## config.mk

```make
export PLATFORM = sky130hd
export DESIGN_NAME = sqh_ctrl
export DESIGN_NICKNAME = d
export VERILOG_FILES = /design/src/sqh_pkg.sv /design/src/sqh_ctrl.sv
export SDC_FILE = /design/constraint.sdc
export NUM_CORES = 1
export LEC_CHECK = 0
export ABC_AREA = 1
export BUFFER_PORTS_ARGS = -buffer_cell sky130_fd_sc_hd__clkbuf_2
export CAP_MARGIN = 40
export CORE_MARGIN = 3
export CORE_UTILIZATION = 45
export CTS_BUF_LIST = sky130_fd_sc_hd__clkbuf_4
export DETAILED_ROUTE_END_ITERATION = 8
export PLACE_DENSITY = 0.71
export SLEW_MARGIN = 20
export SYNTH_ARGS = -nofsm -noshare
export SYNTH_HDL_FRONTEND = slang
export SYNTH_SLANG_ARGS = --single-unit
```

## constraint.sdc

```tcl
create_clock -name clk -period 2.9 [get_ports clk]
set_clock_uncertainty 0.05 [all_clocks]
set_input_delay 0.58 -clock clk [delete_from_list [all_inputs] [get_ports clk]]
set_output_delay 0.58 -clock clk [all_outputs]
set_load 0.02 [all_outputs]
```

## src/sqh_pkg.sv

```systemverilog
// ----------------------------------------------------------------------------
// sqh_pkg
// Shared types and constants for the segment versus quad hull test.
// ----------------------------------------------------------------------------
package sqh_pkg;

  localparam int COORD_WIDTH_DEF = 32;
  localparam int NUM_PTS         = 6;
  localparam int PT_IDX_W        = 3;
  localparam int HULL_IDX_W      = 2;

  localparam logic [PT_IDX_W-1:0] PT_S = 3'd4;
  localparam logic [PT_IDX_W-1:0] PT_E = 3'd5;

  typedef enum logic [4:0] {
    ST_IDLE,
    ST_B00, ST_B01, ST_B10, ST_B11, ST_BUILD,
    ST_EDGE, ST_EDGE_W,
    ST_REV, ST_REV_W,
    ST_FOW, ST_FOW_W,
    ST_T1, ST_T1_W, ST_T2, ST_T2_W,
    ST_T3, ST_T3_W, ST_T4, ST_T4_W,
    ST_T5, ST_T5_W, ST_T6, ST_T6_W,
    ST_OUT
  } state_t;

  // request to the cross unit: three point indexes
  typedef struct packed {
    logic                start;
    logic [PT_IDX_W-1:0] ia;
    logic [PT_IDX_W-1:0] ib;
    logic [PT_IDX_W-1:0] ic;
  } xcmd_t;

  typedef struct packed {
    logic done;
    logic pos;
    logic neg;
  } xsts_t;

endpackage

```

## src/sqh_ctrl.sv

```systemverilog
// ----------------------------------------------------------------------------
// sqh_ctrl
// Sequencer: hull build, edge search, walks and end-point tests.
// ----------------------------------------------------------------------------
module sqh_ctrl import sqh_pkg::*; (
  input  logic  clk,
  input  logic  rst,
  input  logic  in_valid,
  output logic  in_stall,
  output logic  load,
  output xcmd_t cmd,
  input  xsts_t sts,
  output logic  out_valid,
  input  logic  out_stall,
  output logic  meets_hull
);
  state_t state, state_next;
  logic [PT_IDX_W-1:0] h [4];
  logic [PT_IDX_W-1:0] h_next [4];
  logic [2:0] n, n_next;
  logic [HULL_IDX_W-1:0] i, a, b, i_next, a_next, b_next;
  logic [2:0] k, k_next;
  logic s00p, s00n, s01p, s01n, s10p, s10n, s11p, s11n;
  logic res, res_next;
  logic sv_en;
  logic out_load;

  function automatic logic [HULL_IDX_W-1:0] inc(logic [HULL_IDX_W-1:0] v, logic [2:0] m);
    logic [2:0] t;
    t = {1'b0, v} + 3'd1;
    return (t == m) ? '0 : t[HULL_IDX_W-1:0];
  endfunction

  function automatic logic [HULL_IDX_W-1:0] dec(logic [HULL_IDX_W-1:0] v, logic [2:0] m);
    logic [2:0] t;
    t = (v == '0) ? m - 3'd1 : {1'b0, v} - 3'd1;
    return t[HULL_IDX_W-1:0];
  endfunction

  always_ff @(posedge clk) begin
    if (rst) begin
      state <= ST_IDLE;
      out_valid <= 1'b0;
    end else begin
      state <= state_next;
      if (out_load) out_valid <= 1'b1;
      else if (!out_stall) out_valid <= 1'b0;
    end
    if (out_load) meets_hull <= res;
    h <= h_next; n <= n_next; i <= i_next; a <= a_next; b <= b_next;
    k <= k_next; res <= res_next;
    if (sts.done) begin
      unique case (state)
        ST_B00:  begin s00p <= sts.pos; s00n <= sts.neg; end
        ST_B01:  begin s01p <= sts.pos; s01n <= sts.neg; end
        ST_B10:  begin s10p <= sts.pos; s10n <= sts.neg; end
        ST_B11:  begin s11p <= sts.pos; s11n <= sts.neg; end
        default: ;
      endcase
    end
  end

  assign sv_en = 1'b0;

  logic same0, same1;
  logic [HULL_IDX_W-1:0] c, d;
  assign same0 = (s00p && s01p) || (s00n && s01n);
  assign same1 = (s10p && s11p) || (s10n && s11n);
  assign c = inc(a, n);
  assign d = inc(c, n);

  always_comb begin
    state_next = state;
    h_next = h; n_next = n; i_next = i; a_next = a; b_next = b;
    k_next = k; res_next = res;
    in_stall = 1'b1; load = 1'b0; out_load = 1'b0;
    cmd = '{start: 1'b0, ia: '0, ib: '0, ic: '0};
    unique case (state)
      ST_IDLE: begin
        in_stall = sv_en;
        k_next = 3'd0;
        if (in_valid) begin
          load = 1'b1;
          state_next = ST_B00;
        end
      end
      ST_B00: begin
        cmd = '{start: (k == 3'd0), ia: 3'd0, ib: 3'd1, ic: 3'd2};
        k_next = 3'd1;
        if (sts.done) begin k_next = 3'd0; state_next = ST_B01; end
      end
      ST_B01: begin
        cmd = '{start: (k == 3'd0), ia: 3'd0, ib: 3'd1, ic: 3'd3};
        k_next = 3'd1;
        if (sts.done) begin k_next = 3'd0; state_next = ST_B10; end
      end
      ST_B10: begin
        cmd = '{start: (k == 3'd0), ia: 3'd2, ib: 3'd3, ic: 3'd0};
        k_next = 3'd1;
        if (sts.done) begin k_next = 3'd0; state_next = ST_B11; end
      end
      ST_B11: begin
        cmd = '{start: (k == 3'd0), ia: 3'd2, ib: 3'd3, ic: 3'd1};
        k_next = 3'd1;
        if (sts.done) begin k_next = 3'd0; state_next = ST_BUILD; end
      end
      ST_BUILD: begin
        if (same0 && same1) begin
          h_next[0] = s00p ? 3'd0 : 3'd1; h_next[1] = s00p ? 3'd1 : 3'd0;
          h_next[2] = s10p ? 3'd2 : 3'd3; h_next[3] = s10p ? 3'd3 : 3'd2;
          n_next = 3'd4;
        end else if (same0) begin
          h_next[0] = s00p ? 3'd0 : 3'd1; h_next[1] = s00p ? 3'd1 : 3'd0;
          h_next[2] = (s00p ? s11p : s10p) ? 3'd2 : 3'd3;
          h_next[3] = 3'd0;
          n_next = 3'd3;
        end else if (same1) begin
          h_next[0] = s10p ? 3'd2 : 3'd3; h_next[1] = s10p ? 3'd3 : 3'd2;
          h_next[2] = (s10p ? s01p : s00p) ? 3'd0 : 3'd1;
          h_next[3] = 3'd0;
          n_next = 3'd3;
        end else begin
          h_next[0] = 3'd0; h_next[1] = s00p ? 3'd3 : 3'd2;
          h_next[2] = 3'd1; h_next[3] = s00p ? 3'd2 : 3'd3;
          n_next = 3'd4;
        end
        i_next = '0;
        res_next = 1'b1;
        state_next = ST_EDGE;
      end
      ST_EDGE: begin
        cmd = '{start: 1'b1, ia: h[i], ib: h[inc(i, n)], ic: PT_S};
        state_next = ST_EDGE_W;
      end
      ST_EDGE_W: begin
        if (sts.done) begin
          if (sts.neg) begin
            a_next = i; b_next = inc(i, n); k_next = 3'd0;
            state_next = ST_REV;
          end else if ({1'b0, i} == n - 3'd1) begin
            res_next = 1'b1; state_next = ST_OUT;
          end else begin
            i_next = inc(i, n); state_next = ST_EDGE;
          end
        end
      end
      ST_REV: begin
        if (k == n) begin
          k_next = 3'd0; state_next = ST_FOW;
        end else begin
          cmd = '{start: 1'b1, ia: h[dec(a, n)], ib: h[a], ic: PT_S};
          state_next = ST_REV_W;
        end
      end
      ST_REV_W: begin
        if (sts.done) begin
          if (sts.neg) begin
            a_next = dec(a, n); k_next = k + 3'd1; state_next = ST_REV;
          end else begin
            k_next = 3'd0; state_next = ST_FOW;
          end
        end
      end
      ST_FOW: begin
        if (k == n) begin
          state_next = ST_T1;
        end else begin
          cmd = '{start: 1'b1, ia: PT_S, ib: h[b], ic: h[inc(b, n)]};
          state_next = ST_FOW_W;
        end
      end
      ST_FOW_W: begin
        if (sts.done) begin
          if (sts.neg) begin
            b_next = inc(b, n); k_next = k + 3'd1; state_next = ST_FOW;
          end else begin
            state_next = ST_T1;
          end
        end
      end
      ST_T1: begin
        cmd = '{start: 1'b1, ia: PT_S, ib: h[a], ic: PT_E};
        state_next = ST_T1_W;
      end
      ST_T1_W: if (sts.done) begin
        if (sts.pos) begin res_next = 1'b0; state_next = ST_OUT; end
        else state_next = ST_T2;
      end
      ST_T2: begin
        cmd = '{start: 1'b1, ia: PT_S, ib: h[b], ic: PT_E};
        state_next = ST_T2_W;
      end
      ST_T2_W: if (sts.done) begin
        if (sts.neg) begin res_next = 1'b0; state_next = ST_OUT; end
        else if (b == c) state_next = ST_T3;
        else state_next = ST_T4;
      end
      ST_T3: begin
        cmd = '{start: 1'b1, ia: h[b], ib: h[a], ic: PT_E};
        state_next = ST_T3_W;
      end
      ST_T3_W: if (sts.done) begin
        res_next = !sts.pos; state_next = ST_OUT;
      end
      ST_T4: begin
        cmd = '{start: 1'b1, ia: h[c], ib: h[a], ic: PT_E};
        state_next = ST_T4_W;
      end
      ST_T4_W: if (sts.done) begin
        if (sts.pos) begin res_next = 1'b0; state_next = ST_OUT; end
        else state_next = ST_T5;
      end
      ST_T5: begin
        cmd = '{start: 1'b1, ia: h[b], ib: (d == b) ? h[c] : h[d], ic: PT_E};
        state_next = ST_T5_W;
      end
      ST_T5_W: if (sts.done) begin
        if (sts.pos) begin res_next = 1'b0; state_next = ST_OUT; end
        else state_next = ST_T6;
      end
      ST_T6: begin
        cmd = '{start: 1'b1, ia: h[d], ib: h[c], ic: PT_E};
        state_next = ST_T6_W;
      end
      ST_T6_W: if (sts.done) begin
        res_next = !sts.pos; state_next = ST_OUT;
      end
      ST_OUT: begin
        // output register free, or emptied at this edge
        if (!out_valid || !out_stall) begin
          out_load = 1'b1;
          state_next = ST_IDLE;
        end
      end
      default: state_next = ST_IDLE;
    endcase
  end
endmodule

```

Word-level counts from Yosys, hierarchy flattened
Cells that the tools add are included.
Widths: inputs -> output; s select.

storage, ports and cells
  register bits = 40
  bits of input ports = 7
  output and inout bits = 14
  logic and storage cells = 246

operators by class
  $add $sub $neg = 7
  $lt $le $gt $ge = 8
  equality and inequality tests = 57
  mux-type cells = 113
  bitwise logic cells = 8
  reduce and logical (&&, ||, !) cells = 32

operators by type and width
  operator             number
  $pmux 10 s13         1
  $pmux 5 s24          1
  $mux 5               17
  $mux 3               28
  $bmux 3 s2           8
  $eq 5x5->1 const B   9
  $ne 2x2->1 const B   21
  $eq 5x4->1 const B   8
  $mux 2               19
  $mux 11              3
  $mux 1               26
  $ge 3x3->1 const B   8
  $not 2->3            8
  $eq 5x3->1 const B   4
  $mux 10              2
  $pmux 3 s6           1
  $eq 3x3->1           5
  $reduce_and 14->1    1
  $add 2x1->3 const B  4
  $mux 4               3
  $pmux 2 s2           3
  $eq 5x2->1 const B   2
  $reduce_and 5->1     2
  $reduce_and 9->1     1
  other kinds (23)     40

Longest topological paths before layout
Gate-level depths: netlist of run 1.

  depth in word-level cells = 12
  gate-level depth with buffers = 18

Worst setup path after synthesis of run 1
No wires, ideal clock.

  path type = reg2out
  start = register a[0]
  end = output port cmd[6] (netlist bit)
  arrival time = 2.316 ns
  required time = 2.270 ns
  path slack = -0.046 ns
  cell stages (with the launch flop) = 15
  cell sequence = edfxtp_1 > inv_2 > ha_1 > clkbuf_2 > o21bai_2 > nand3_2 > nand2_2 > nand2_1 > nand2_1 > nand2_2 > nand2_2 > nand2_1 > nand3_1 > nand2_1 > o21ai_0

RTL lines
  what                    line            source
  from (decl)             sqh_ctrl.sv:21  logic [HULL_IDX_W-1:0] i, a, b, i_next, a_next, b_next;
  from (signal assigned)  sqh_ctrl.sv:50  h <= h_next; n <= n_next; i <= i_next; a <= a_next; b <= b_next;
  to (decl)               sqh_ctrl.sv:11  output xcmd_t cmd,

==> results of run 1 <==
==> repair_timing <==
action                                 4_1_cts  5_1_grt
setup endpoints to repair                    5        8
setup buffers                               10        3
resized for setup                           49       16
pin swaps                                   21       10
endpoints found under the hold margin        0        0
==> worst paths after layout <==
path	from	endpoint	slack [ns]	cells past startpoint
hold reg to reg	res	meets_hull	0.40	0
setup reg to reg	state[0]	k[1]	0.52	9
hold / removal	res	meets_hull	0.40	0
setup / recovery	a[1]	cmd[3]	-0.15	16
==> logic make-up (layout without fill, tap and decap cells) <==
kind of cell / Yosys count / after routing / synth area share (%)
flops: 34 / 34 / 31.0
simple gates: 227 / 227 / 33.2
fa+ha+maj: 7 / 7 / 2.83
xor+xnor: 6 / 6 / 1.70
buf+inv: 94 / 141 / 12.2
other cells: 1 / 1 / 0.121
compound gates: 98 / 98 / 18.9
==> stage by stage <==
stage / util [%] / total power (W) / cell area [sq um]
after floorplan: - / 0.00115 / 3100
after global placement: 51.6 / 0.00140 / 3350
after detailed placement: 51.6 / 0.00140 / 3350
after CTS: 57.1 / 0.00189 / 3710
after global routing: 58.3 / 0.00202 / 3790
final: 58.3 / 0.00192 / 3790
==> state kept, by name, indices dropped and copies added, names as in the netlist, 2 cells and up <==
signal / flops
h: 7
state: 5
k: 3
a: 2
b: 2
i: 2
n: 2
==> cell type report <==
cell class | count | area [sq um]
fillers | 619 | 2710
well taps | 77 | 96.3
repair buffers | 48 | 347
clock buffers | 5 | 37.5
clock inverters | 3 | 68.8
flip-flops and latches | 34 | 963
inverters | 85 | 320
multi-input cells | 339 | 1950
==> cells in the mapped netlist, drive strengths merged <==
cell type / n / share of area (%)
nand3: 37 / 6.1
a21boi: 1 / 0.24
a211oi: 1 / 0.24
o22ai: 5 / 1.0
o2111ai: 2 / 0.57
o311ai: 1 / 0.28
o31ai: 1 / 0.24
nor4: 4 / 0.81
ha: 7 / 2.8
nor3: 9 / 1.6
o21bai: 1 / 0.36
xor2: 2 / 0.57
a22oi: 3 / 0.73
conb: 1 / 0.12
a31o: 1 / 0.28
clkbuf: 2 / 0.28
a21oi: 30 / 5.2
dfxtp: 6 / 3.9
buf: 7 / 1.6
nor2: 58 / 8.8
o211ai: 5 / 1.2
clkinv: 1 / 0.16
a31oi: 3 / 0.61
xnor2: 4 / 1.1
nand2: 111 / 14
o21ai: 40 / 6.6
o2bb2ai: 1 / 0.28
nand4: 8 / 1.6
edfxtp: 28 / 27
inv: 84 / 10
a311oi: 1 / 0.28
o221ai: 2 / 0.77
==> per-layer routing <==
layer  part of all wire (%)  global-route usage (%)  vias to the layer above
met5                      0                       0                        -
met4                    2.0                    6.22                        0
met3                    8.2                    4.42                       22
met2                     45                    38.9                      167
met1                     45                    37.6                     1580
li1                       -                       -                     1643
==> power by group through the flow <==
stage                     clock, W  combinational [W]  sequential [W]
final                     0.000465           0.000817        0.000634
after global routing      0.000484           0.000894        0.000639
after CTS                 0.000466           0.000787        0.000632
after detailed placement         0           0.000757        0.000642
after global placement           0           0.000760        0.000639
after floorplan                  0           0.000532        0.000620
==> flow_metrics.py, run 1 <==
metrics = {
    "run_status": {
        "status": "finished with violations",
        "failed_checks": "setup timing",
    },
    "layout": {
        "final_common_cell": "nand2_1",
        "drive_gt1_share_pct": 26.5,
        "layout.cells.non_filler": 591,
        "n_antenna_cell": 0,
        "final_nets": 527,
        "final_cell_mix": "86 x nand2_1, 69 x inv_1, 46 x nor2_1",
        "area_growth_pct": 22.3,
    },
    "sta": {
        "worst_pin_slew_ns": 0.694,
        "fin_tns_setup_ns": -0.416,
        "max_freq_ghz": 0.328,
        "slew_viol_final": 0,
        "fin_crit_sh_pct": 105,
        "slew_headroom_pct": 53.3,
        "fin_crit_ns": 3.05,
        "rsz0062_at_grt": "yes",
        "fin_hold_ws_ns": 0.396,
        "setup_viol": 4,
        "hold_violations": 0,
        "setup_ws_ns": -0.150,
    },
    "floorplan": {
        "die_height_microns": 89.0,
        "start_util_pct": 47.7,
        "core_sq_um": 6490,
        "die_area_sq_um": 7920,
        "row_count": 29,
        "ios": 21,
        "die_w_microns": 89.0,
    },
    "routing": {
        "vias": 3412,
        "ant_nets": 0,
        "route.detailed.wl_per_inst_microns": 16.5,
        "drtIter0Drc": 355,
        "drt-total-wl_mm": 9.74,
        "drc": 0,
        "drtPass1Iterations": 5,
        "avgViaCountPerCell": 5.77,
    },
    "pwr": {
        "p_comb_share_pct": 42.6,
        "switchingPower_w": 0.000781,
        "peakVddDrop_uv": 455,
        "clockPowerShare_pct": 24.3,
        "swShare_pct": 40.8,
        "seqPwrFrac_pct": 33.1,
        "p_leak_nw": 1.79,
        "intPower_w": 0.00114,
        "p_per_area_nw_per_um2": 506,
    },
    "worst_setup_path": {
        "crit_top_cell": "nand2_2",
        "end_kind": "primary output",
        "worstPathArrival_ns": 2.42,
        "cp_top_family": "simple AND/OR/NAND/NOR gates",
        "slowest_delay_ns": 0.44,
        "critical-path-slowest-cell": "edfxtp_1",
        "critPathLaunchType": "register",
        "critical_path_buf_inv_count": 2,
        "timing_worst_setup_path_type": "reg2out",
        "cp_data_required_time_ns": 2.27,
        "critPathMaxFanout": 7,
        "worstPathCellList": "inv_2 -> ha_4 -> o21bai_4 -> nand3_4 -> nand2_4 -> nand2_2 -> nand2_2 -> nand2_4 -> nand2_4 -> nand2_2 -> nand2_2 -> nand2_2 -> nand2_1 -> nand3_1 -> nand2_1 -> clkbuf_8",
    },
    "clock_network": {
        "postCtsHoldBufs": 0,
        "cts.clk_slew.worst_paths_ns": 0.13,
        "cts_root_buf": "clkbuf_4",
        "cts_sinks": 34,
        "clk_path_buf_depth": 2,
        "cts_tree": "yes",
        "insertion_delay_ns": 0.36,
        "htreeDepth": 2,
        "cts_made_buffers": 5,
    },
    "placed_design": {
        "place_ws_ns": 0.0523,
        "dp_hpwl_mm": 7.44,
        "placedCellCount": 570,
        "gp_congestion": 0.934,
        "io_buffers": 19,
    },
    "synth": {
        "syn-num-nets": 481,
        "syn_avg_cell_area_sq_um": 6.63,
        "syn_area_sq_um": 3100,
        "syn_inst": 467,
        "ys_seq_area_share_pct": 31.0,
        "ys_ff_latch": 34,
        "yosysUniqueCellTypes": 45,
        "yosys_warnings": 0,
    },
    "global_route": {
        "grt_pass1_wl_mm": 15.4,
        "grt_pass1_vias": 2999,
        "grt-ovfl-total": 0,
        "grt_use_total_pct": 25.5,
        "antenna_found_initial": 0,
        "grt_start_max_net_pins": 13,
    },
    "run": {
        "max_cap_violations": 0,
    },
    "hold_path": {
        "hp-class": "reg2reg",
    },
}
Note: power is estimated with default switching activity, not from simulation.
==> run 2: changes to the inputs <==
--- a/config.mk
+++ b/config.mk
@@ -12,7 +12,7 @@
 export CORE_UTILIZATION = 45
 export CTS_BUF_LIST = sky130_fd_sc_hd__clkbuf_4
 export DETAILED_ROUTE_END_ITERATION = 8
-export PLACE_DENSITY = 0.71
+export PLACE_DENSITY = 0.74
 export SLEW_MARGIN = 20
 export SYNTH_ARGS = -nofsm -noshare
 export SYNTH_HDL_FRONTEND = slang
==> constraint.sdc (replaced) <==
create_clock -name clk -period 2.7 [get_ports clk]
set_clock_uncertainty 0.05 [all_clocks]
set_input_delay 0.54 -clock clk [delete_from_list [all_inputs] [get_ports clk]]
set_output_delay 0.54 -clock clk [all_outputs]
set_load 0.02 [all_outputs]
==> flow_metrics.py, run 2 (synthesis results as in run 1) <==
metrics = {
    "placed_design": {
        "gp_congestion": 0.929,
        "dp_hpwl_mm": 7.57,
        "placed_cell_area_sq_um": 3440,
        "io_buffers": 19,
    },
    "pwr": {
        "totalPowerFinal_w": 0.00215,
        "p_leak_nw": 1.91,
        "peakVddDrop_uv": 325,
        "p_per_area_nw_per_um2": 525,
    },
    "layout": {
        "final_common_cell": "nand2_1",
        "top_regs": "h: 7 flops, state: 5 flops, k: 3 flops",
        "area_growth_pct": 31.9,
        "regMostFlops": "h",
        "final_cell_mix": "77 x nand2_1, 69 x inv_1, 44 x buf_4",
        "n_antenna_cell": 0,
        "drive_gt1_share_pct": 33.3,
        "postLayoutCoreUtil_pct": 62.9,
        "postLayoutCellArea_sq_um": 4090,
        "largest_reg_flops": 7,
        "final_nets": 544,
    },
    "floorplan": {
        "row_count": 29,
        "core_sq_um": 6490,
        "die_height_microns": 89.0,
        "ios": 21,
        "die_area_sq_um": 7920,
        "start_util_pct": 47.7,
        "die_w_microns": 89.0,
    },
    "sta": {
        "max_freq_ghz": 0.332,
        "setup_viol": 5,
        "fin_crit_ns": 3.01,
        "fin_hold_ws_ns": 0.376,
        "worst_pin_slew_ns": 0.514,
        "slew_viol_final": 0,
        "setup_ws_ns": -0.308,
        "fin_crit_sh_pct": 111,
        "rsz0062_at_grt": "yes",
        "slew_headroom_pct": 65.4,
        "hold_violations": 0,
    },
    "clock_network": {
        "htreeDepth": 2,
        "cts_sinks": 34,
        "cts.clk_slew.worst_paths_ns": 0.14,
        "cts_made_buffers": 5,
        "cts_tree": "yes",
        "clk_path_buf_depth": 2,
        "cts_root_buf": "clkbuf_4",
        "insertion_delay_ns": 0.36,
        "postCtsHoldBufs": 0,
    },
    "routing": {
        "ant_nets": 0,
        "met1_length_mm": 4.40,
        "drc": 0,
        "routed-wl-met3_microns": 780,
        "drtPass1Iterations": 5,
        "route.detailed.wl_per_inst_microns": 16.8,
        "met2_length_mm": 4.80,
        "avgViaCountPerCell": 5.83,
        "drt-total-wl_mm": 10.2,
        "drtIter0Drc": 378,
        "vias": 3543,
        "highest_layer": "met4",
    },
    "global_route": {
        "grt_start_max_net_pins": 13,
        "grt_pass1_wl_mm": 16.0,
        "grt_use_total_pct": 26.4,
        "antenna_found_initial": 0,
        "grt_pass1_vias": 3325,
        "grt-ovfl-total": 0,
    },
    "worst_setup_path": {
        "timing_worst_setup_path_type": "reg2out",
        "end_kind": "primary output",
        "r2r-end": "state[1]",
        "worstReg2RegStart": "n[2]",
        "critPathLaunchType": "register",
        "cp_data_required_time_ns": 2.11,
        "reg2reg_slack_ns": 0.45,
        "critical_path.startpoint": "a[0]",
        "worstPathArrival_ns": 2.42,
        "crit_path_end": "cmd[3]",
        "critPathMaxFanout": 7,
        "reg2reg_depth": 12,
    },
    "run_status": {
        "status": "finished with violations",
        "failed_checks": "setup timing",
    },
    "run": {
        "max_cap_violations": 0,
    },
    "hold_path": {
        "hp-class": "in2reg",
    },
}
==> run 2: report_power, final <==
part | internal (W) | switching [W] | leakage [nW] | total (W)
clock | 0.000290 | 0.000206 | 0.0554 | 0.000496
sequential | 0.000635 | 0.0000567 | 0.309 | 0.000691
combinational | 0.000360 | 0.000599 | 1.54 | 0.000958
total | 0.00128 | 0.000862 | 1.91 | 0.00215
==> run 2: worst min path at each step <==
stage,start,to,slack (ns),cells past startpoint
2_1_floorplan,res,meets_hull,0.35,0
3_3_place_gp,res,meets_hull,0.37,0
5_1_grt,rst,state[3],0.39,2
4_1_cts,rst,state[3],0.37,2
6_report,rst,state[0],0.38,2
3_5_place_dp,res,meets_hull,0.37,0
==> run 2: area by class of cell <==
type	count	area (sq um)
clock inverter	3	68.8
tap	77	96.3
fill	598	2410
clock buffer	5	37.5
sequential	34	975
timing repair buffer	65	492
inverter	85	320
multi-input combinational	339	2100
==> run 2: critical path, stage by stage (launching register included) <==
cell	delay, ns
edfxtp_1	0.44
buf_6	0.15
buf_4	0.15
ha_2	0.20
nor2_4	0.13
nand3_1	0.11
nand2_2	0.11
nand2_4	0.10
nand2_4	0.11
nand2_2	0.06
nand3_2	0.08
nand2_2	0.07
nand2_1	0.09
nand3_2	0.08
nand2_2	0.08
clkbuf_8	0.13
==> run 2: through the flow <==
| stage | setup slack [ns] | TNS (ns) | cells |
|---|---|---|---|
| 6_report | -0.308 | -0.985 | 608 |
| 5_1_grt | -0.430 | -1.66 | 608 |
| 4_1_cts | -0.236 | -0.780 | 599 |
| 3_5_place_dp | -0.0287 | -0.0471 | 581 |
| 3_3_place_gp | 0.0789 | 0 | 581 |
| 2_1_floorplan | 0.00426 | 0 | 467 |
==> run 2: routing by layer <==
| metal | GRT usage, % | up-vias |
|---|---|---|
| met1 | 36.7 | 1675 |
| li1 | - | 1676 |
| met3 | 4.24 | 26 |
| met4 | 9.20 | 0 |
| met5 | 0 | - |
| met2 | 41.9 | 166 |
==> run 2: timing repair <==
item	CTS	global route
setup endpoints to repair	8	8
pin swaps	19	26
gates resized for setup	61	44
setup buffers	10	9
==> run 3: changes to the inputs <==
--- a/config.mk
+++ b/config.mk
@@ -6,13 +6,14 @@
 export NUM_CORES = 1
 export LEC_CHECK = 0
 export ABC_AREA = 1
+export ABC_CLOCK_PERIOD_IN_PS = 2700
 export BUFFER_PORTS_ARGS = -buffer_cell sky130_fd_sc_hd__clkbuf_2
 export CAP_MARGIN = 40
 export CORE_MARGIN = 3
-export CORE_UTILIZATION = 45
+export CORE_UTILIZATION = 57
 export CTS_BUF_LIST = sky130_fd_sc_hd__clkbuf_4
 export DETAILED_ROUTE_END_ITERATION = 8
-export PLACE_DENSITY = 0.74
+export PLACE_DENSITY = 0.88
 export SLEW_MARGIN = 20
 export SYNTH_ARGS = -nofsm -noshare
 export SYNTH_HDL_FRONTEND = slang
==> flow_metrics.py, run 3 (synthesis results as in run 1) <==
metrics = {
    "sta": {
        "slew_headroom_pct": 57.9,
        "fin_crit_sh_pct": 114,
        "rsz0062_at_grt": "yes",
        "hold_violations": 0,
        "slew_viol_final": 0,
        "worst_pin_slew_ns": 0.625,
        "setup_ws_ns": -0.374,
        "max_freq_ghz": 0.325,
        "fin_crit_ns": 3.07,
        "fin_hold_ws_ns": 0.375,
        "fin_tns_setup_ns": -1.38,
        "setup_viol": 5,
    },
    "clock_network": {
        "htreeDepth": 2,
        "cts.clk_slew.worst_paths_ns": 0.13,
        "postCtsHoldBufs": 0,
        "cts_made_buffers": 5,
        "clk_path_buf_depth": 2,
        "insertion_delay_ns": 0.36,
        "cts_tree": "yes",
        "cts_sinks": 34,
        "cts_root_buf": "clkbuf_4",
    },
    "floorplan": {
        "start_util_pct": 59.9,
        "ios": 21,
        "core_sq_um": 5170,
        "die_area_sq_um": 6360,
        "row_count": 26,
        "die_w_microns": 79.7,
        "die_height_microns": 79.7,
    },
    "routing": {
        "highest_layer": "met4",
        "drc": 0,
        "ant_nets": 0,
        "drtIter0Drc": 476,
        "routed-wl-met3_mm": 1.06,
        "drtPass1Iterations": 6,
        "drt-total-wl_mm": 10.2,
        "met1_length_mm": 4.08,
        "met2_length_mm": 4.72,
        "avgViaCountPerCell": 6.06,
        "route.detailed.wl_per_inst_microns": 17.3,
        "vias": 3573,
    },
    "global_route": {
        "grt_pass1_vias": 3278,
        "grt_use_total_pct": 31.7,
        "antenna_found_initial": 0,
        "grt-ovfl-total": 0,
        "grt_start_max_net_pins": 13,
        "grt_pass1_wl_mm": 15.7,
    },
    "worst_setup_path": {
        "critPathLaunchType": "register",
        "end_kind": "primary output",
        "slowest_delay_ns": 0.44,
        "worstPathCellList": "inv_2 -> ha_4 -> nand2_4 -> nand2_2 -> nand3_4 -> nand2_4 -> buf_4 -> a22oi_1 -> o22ai_2 -> nor3_2 -> nor2_1 -> o21ai_2 -> clkbuf_8",
        "crit_top_cell": "nand2_4",
        "critical_path_buf_inv_count": 3,
        "worstPathArrival_ns": 2.48,
        "critPathMaxFanout": 6,
        "critical-path-slowest-cell": "edfxtp_1",
        "cp_data_required_time_ns": 2.11,
        "cp_top_family": "simple AND/OR/NAND/NOR gates",
        "timing_worst_setup_path_type": "reg2out",
    },
    "run": {
        "max_cap_violations": 0,
    },
    "pwr": {
        "peakVddDrop_uv": 605,
        "totalPowerFinal_w": 0.00215,
        "p_leak_nw": 1.84,
        "p_per_area_nw_per_um2": 547,
    },
    "layout": {
        "regMostFlops": "h",
        "nFillCells": 393,
        "area_growth_pct": 26.7,
        "layout.cells.non_filler": 590,
        "top_regs": "h: 7 flops, state: 5 flops, k: 3 flops",
        "n_antenna_cell": 0,
        "final_nets": 533,
        "final_cell_mix": "79 x nand2_1, 69 x inv_1, 41 x nor2_1",
        "regArea_sq_um": 975,
        "final_common_cell": "nand2_1",
        "multi_input_area_sq_um": 2020,
        "largest_reg_flops": 7,
        "postLayoutCellArea_sq_um": 3930,
        "drive_gt1_share_pct": 30.4,
    },
    "run_status": {
        "failed_checks": "setup timing",
        "status": "finished with violations",
    },
    "placed_design": {
        "placedCellCount": 572,
        "dp_hpwl_mm": 7.24,
        "placed_cell_area_sq_um": 3420,
        "gp_congestion": 1.01,
        "io_buffers": 19,
    },
    "hold_path": {
        "hp-class": "in2reg",
    },
}
[run 3: report_power, final]
part           internal [W]  switching (W)  leakage, nW  total, W
sequential         0.000637      0.0000504        0.309  0.000688
clock              0.000290       0.000209       0.0554  0.000498
combinational      0.000338       0.000624         1.48  0.000961
total               0.00126       0.000883         1.84   0.00215
[run 3: per-layer routing]
layer | up-vias | global-route usage [%]
met3 | 46 | 6.32
met1 | 1628 | 42.0
li1 | 1659 | -
met5 | - | 0
met2 | 240 | 50.7
met4 | 0 | 12.4
[run 3: area by class of cell]
class,instances,share of cell area [%]
Multi-Input combinational cell,339,51.4
Sequential cell,34,24.8
Timing Repair Buffer,54,10.6
Inverter,85,8.22
Tap cell,70,2.23
Clock inverter,3,1.75
Clock buffer,5,0.956
[run 3: timing repair]
| item | 4_1_cts | 5_1_grt |
|---|---|---|
| pin swaps | 11 | 21 |
| resized for setup | 32 | 65 |
| endpoints found under the setup margin | 7 | 8 |
| buffers inserted | 5 | 6 |
[run 3: worst register-to-register path: stages (launching register included)]
cell and delay, ns:
dfxtp_4 0.39, buf_4 0.14, nand2_1 0.15, nor2_4 0.16
inv_1 0.08, nor2_4 0.22, nor2_1 0.09, nand2_2 0.09
a211oi_1 0.05, nor4_1 0.49
[run 3: final timing paths]
check / slack (ns) / cells after the start / from / to
setup / recovery: -0.37 / 13 / a[1] / cmd[6]
hold / removal: 0.37 / 2 / rst / state[1]
setup reg to reg: 0.43 / 9 / state[0] / k[1]
hold reg to reg: 0.43 / 0 / res / meets_hull
[run 3: stage by stage]
step | setup slack [ns] | utilization [%]
2_1_floorplan | 0.00426 | -
3_3_place_gp | 0.0851 | 66.1
3_5_place_dp | -0.0123 | 66.1
4_1_cts | -0.240 | 71.1
5_1_grt | -0.487 | 75.9
6_report | -0.374 | 75.9
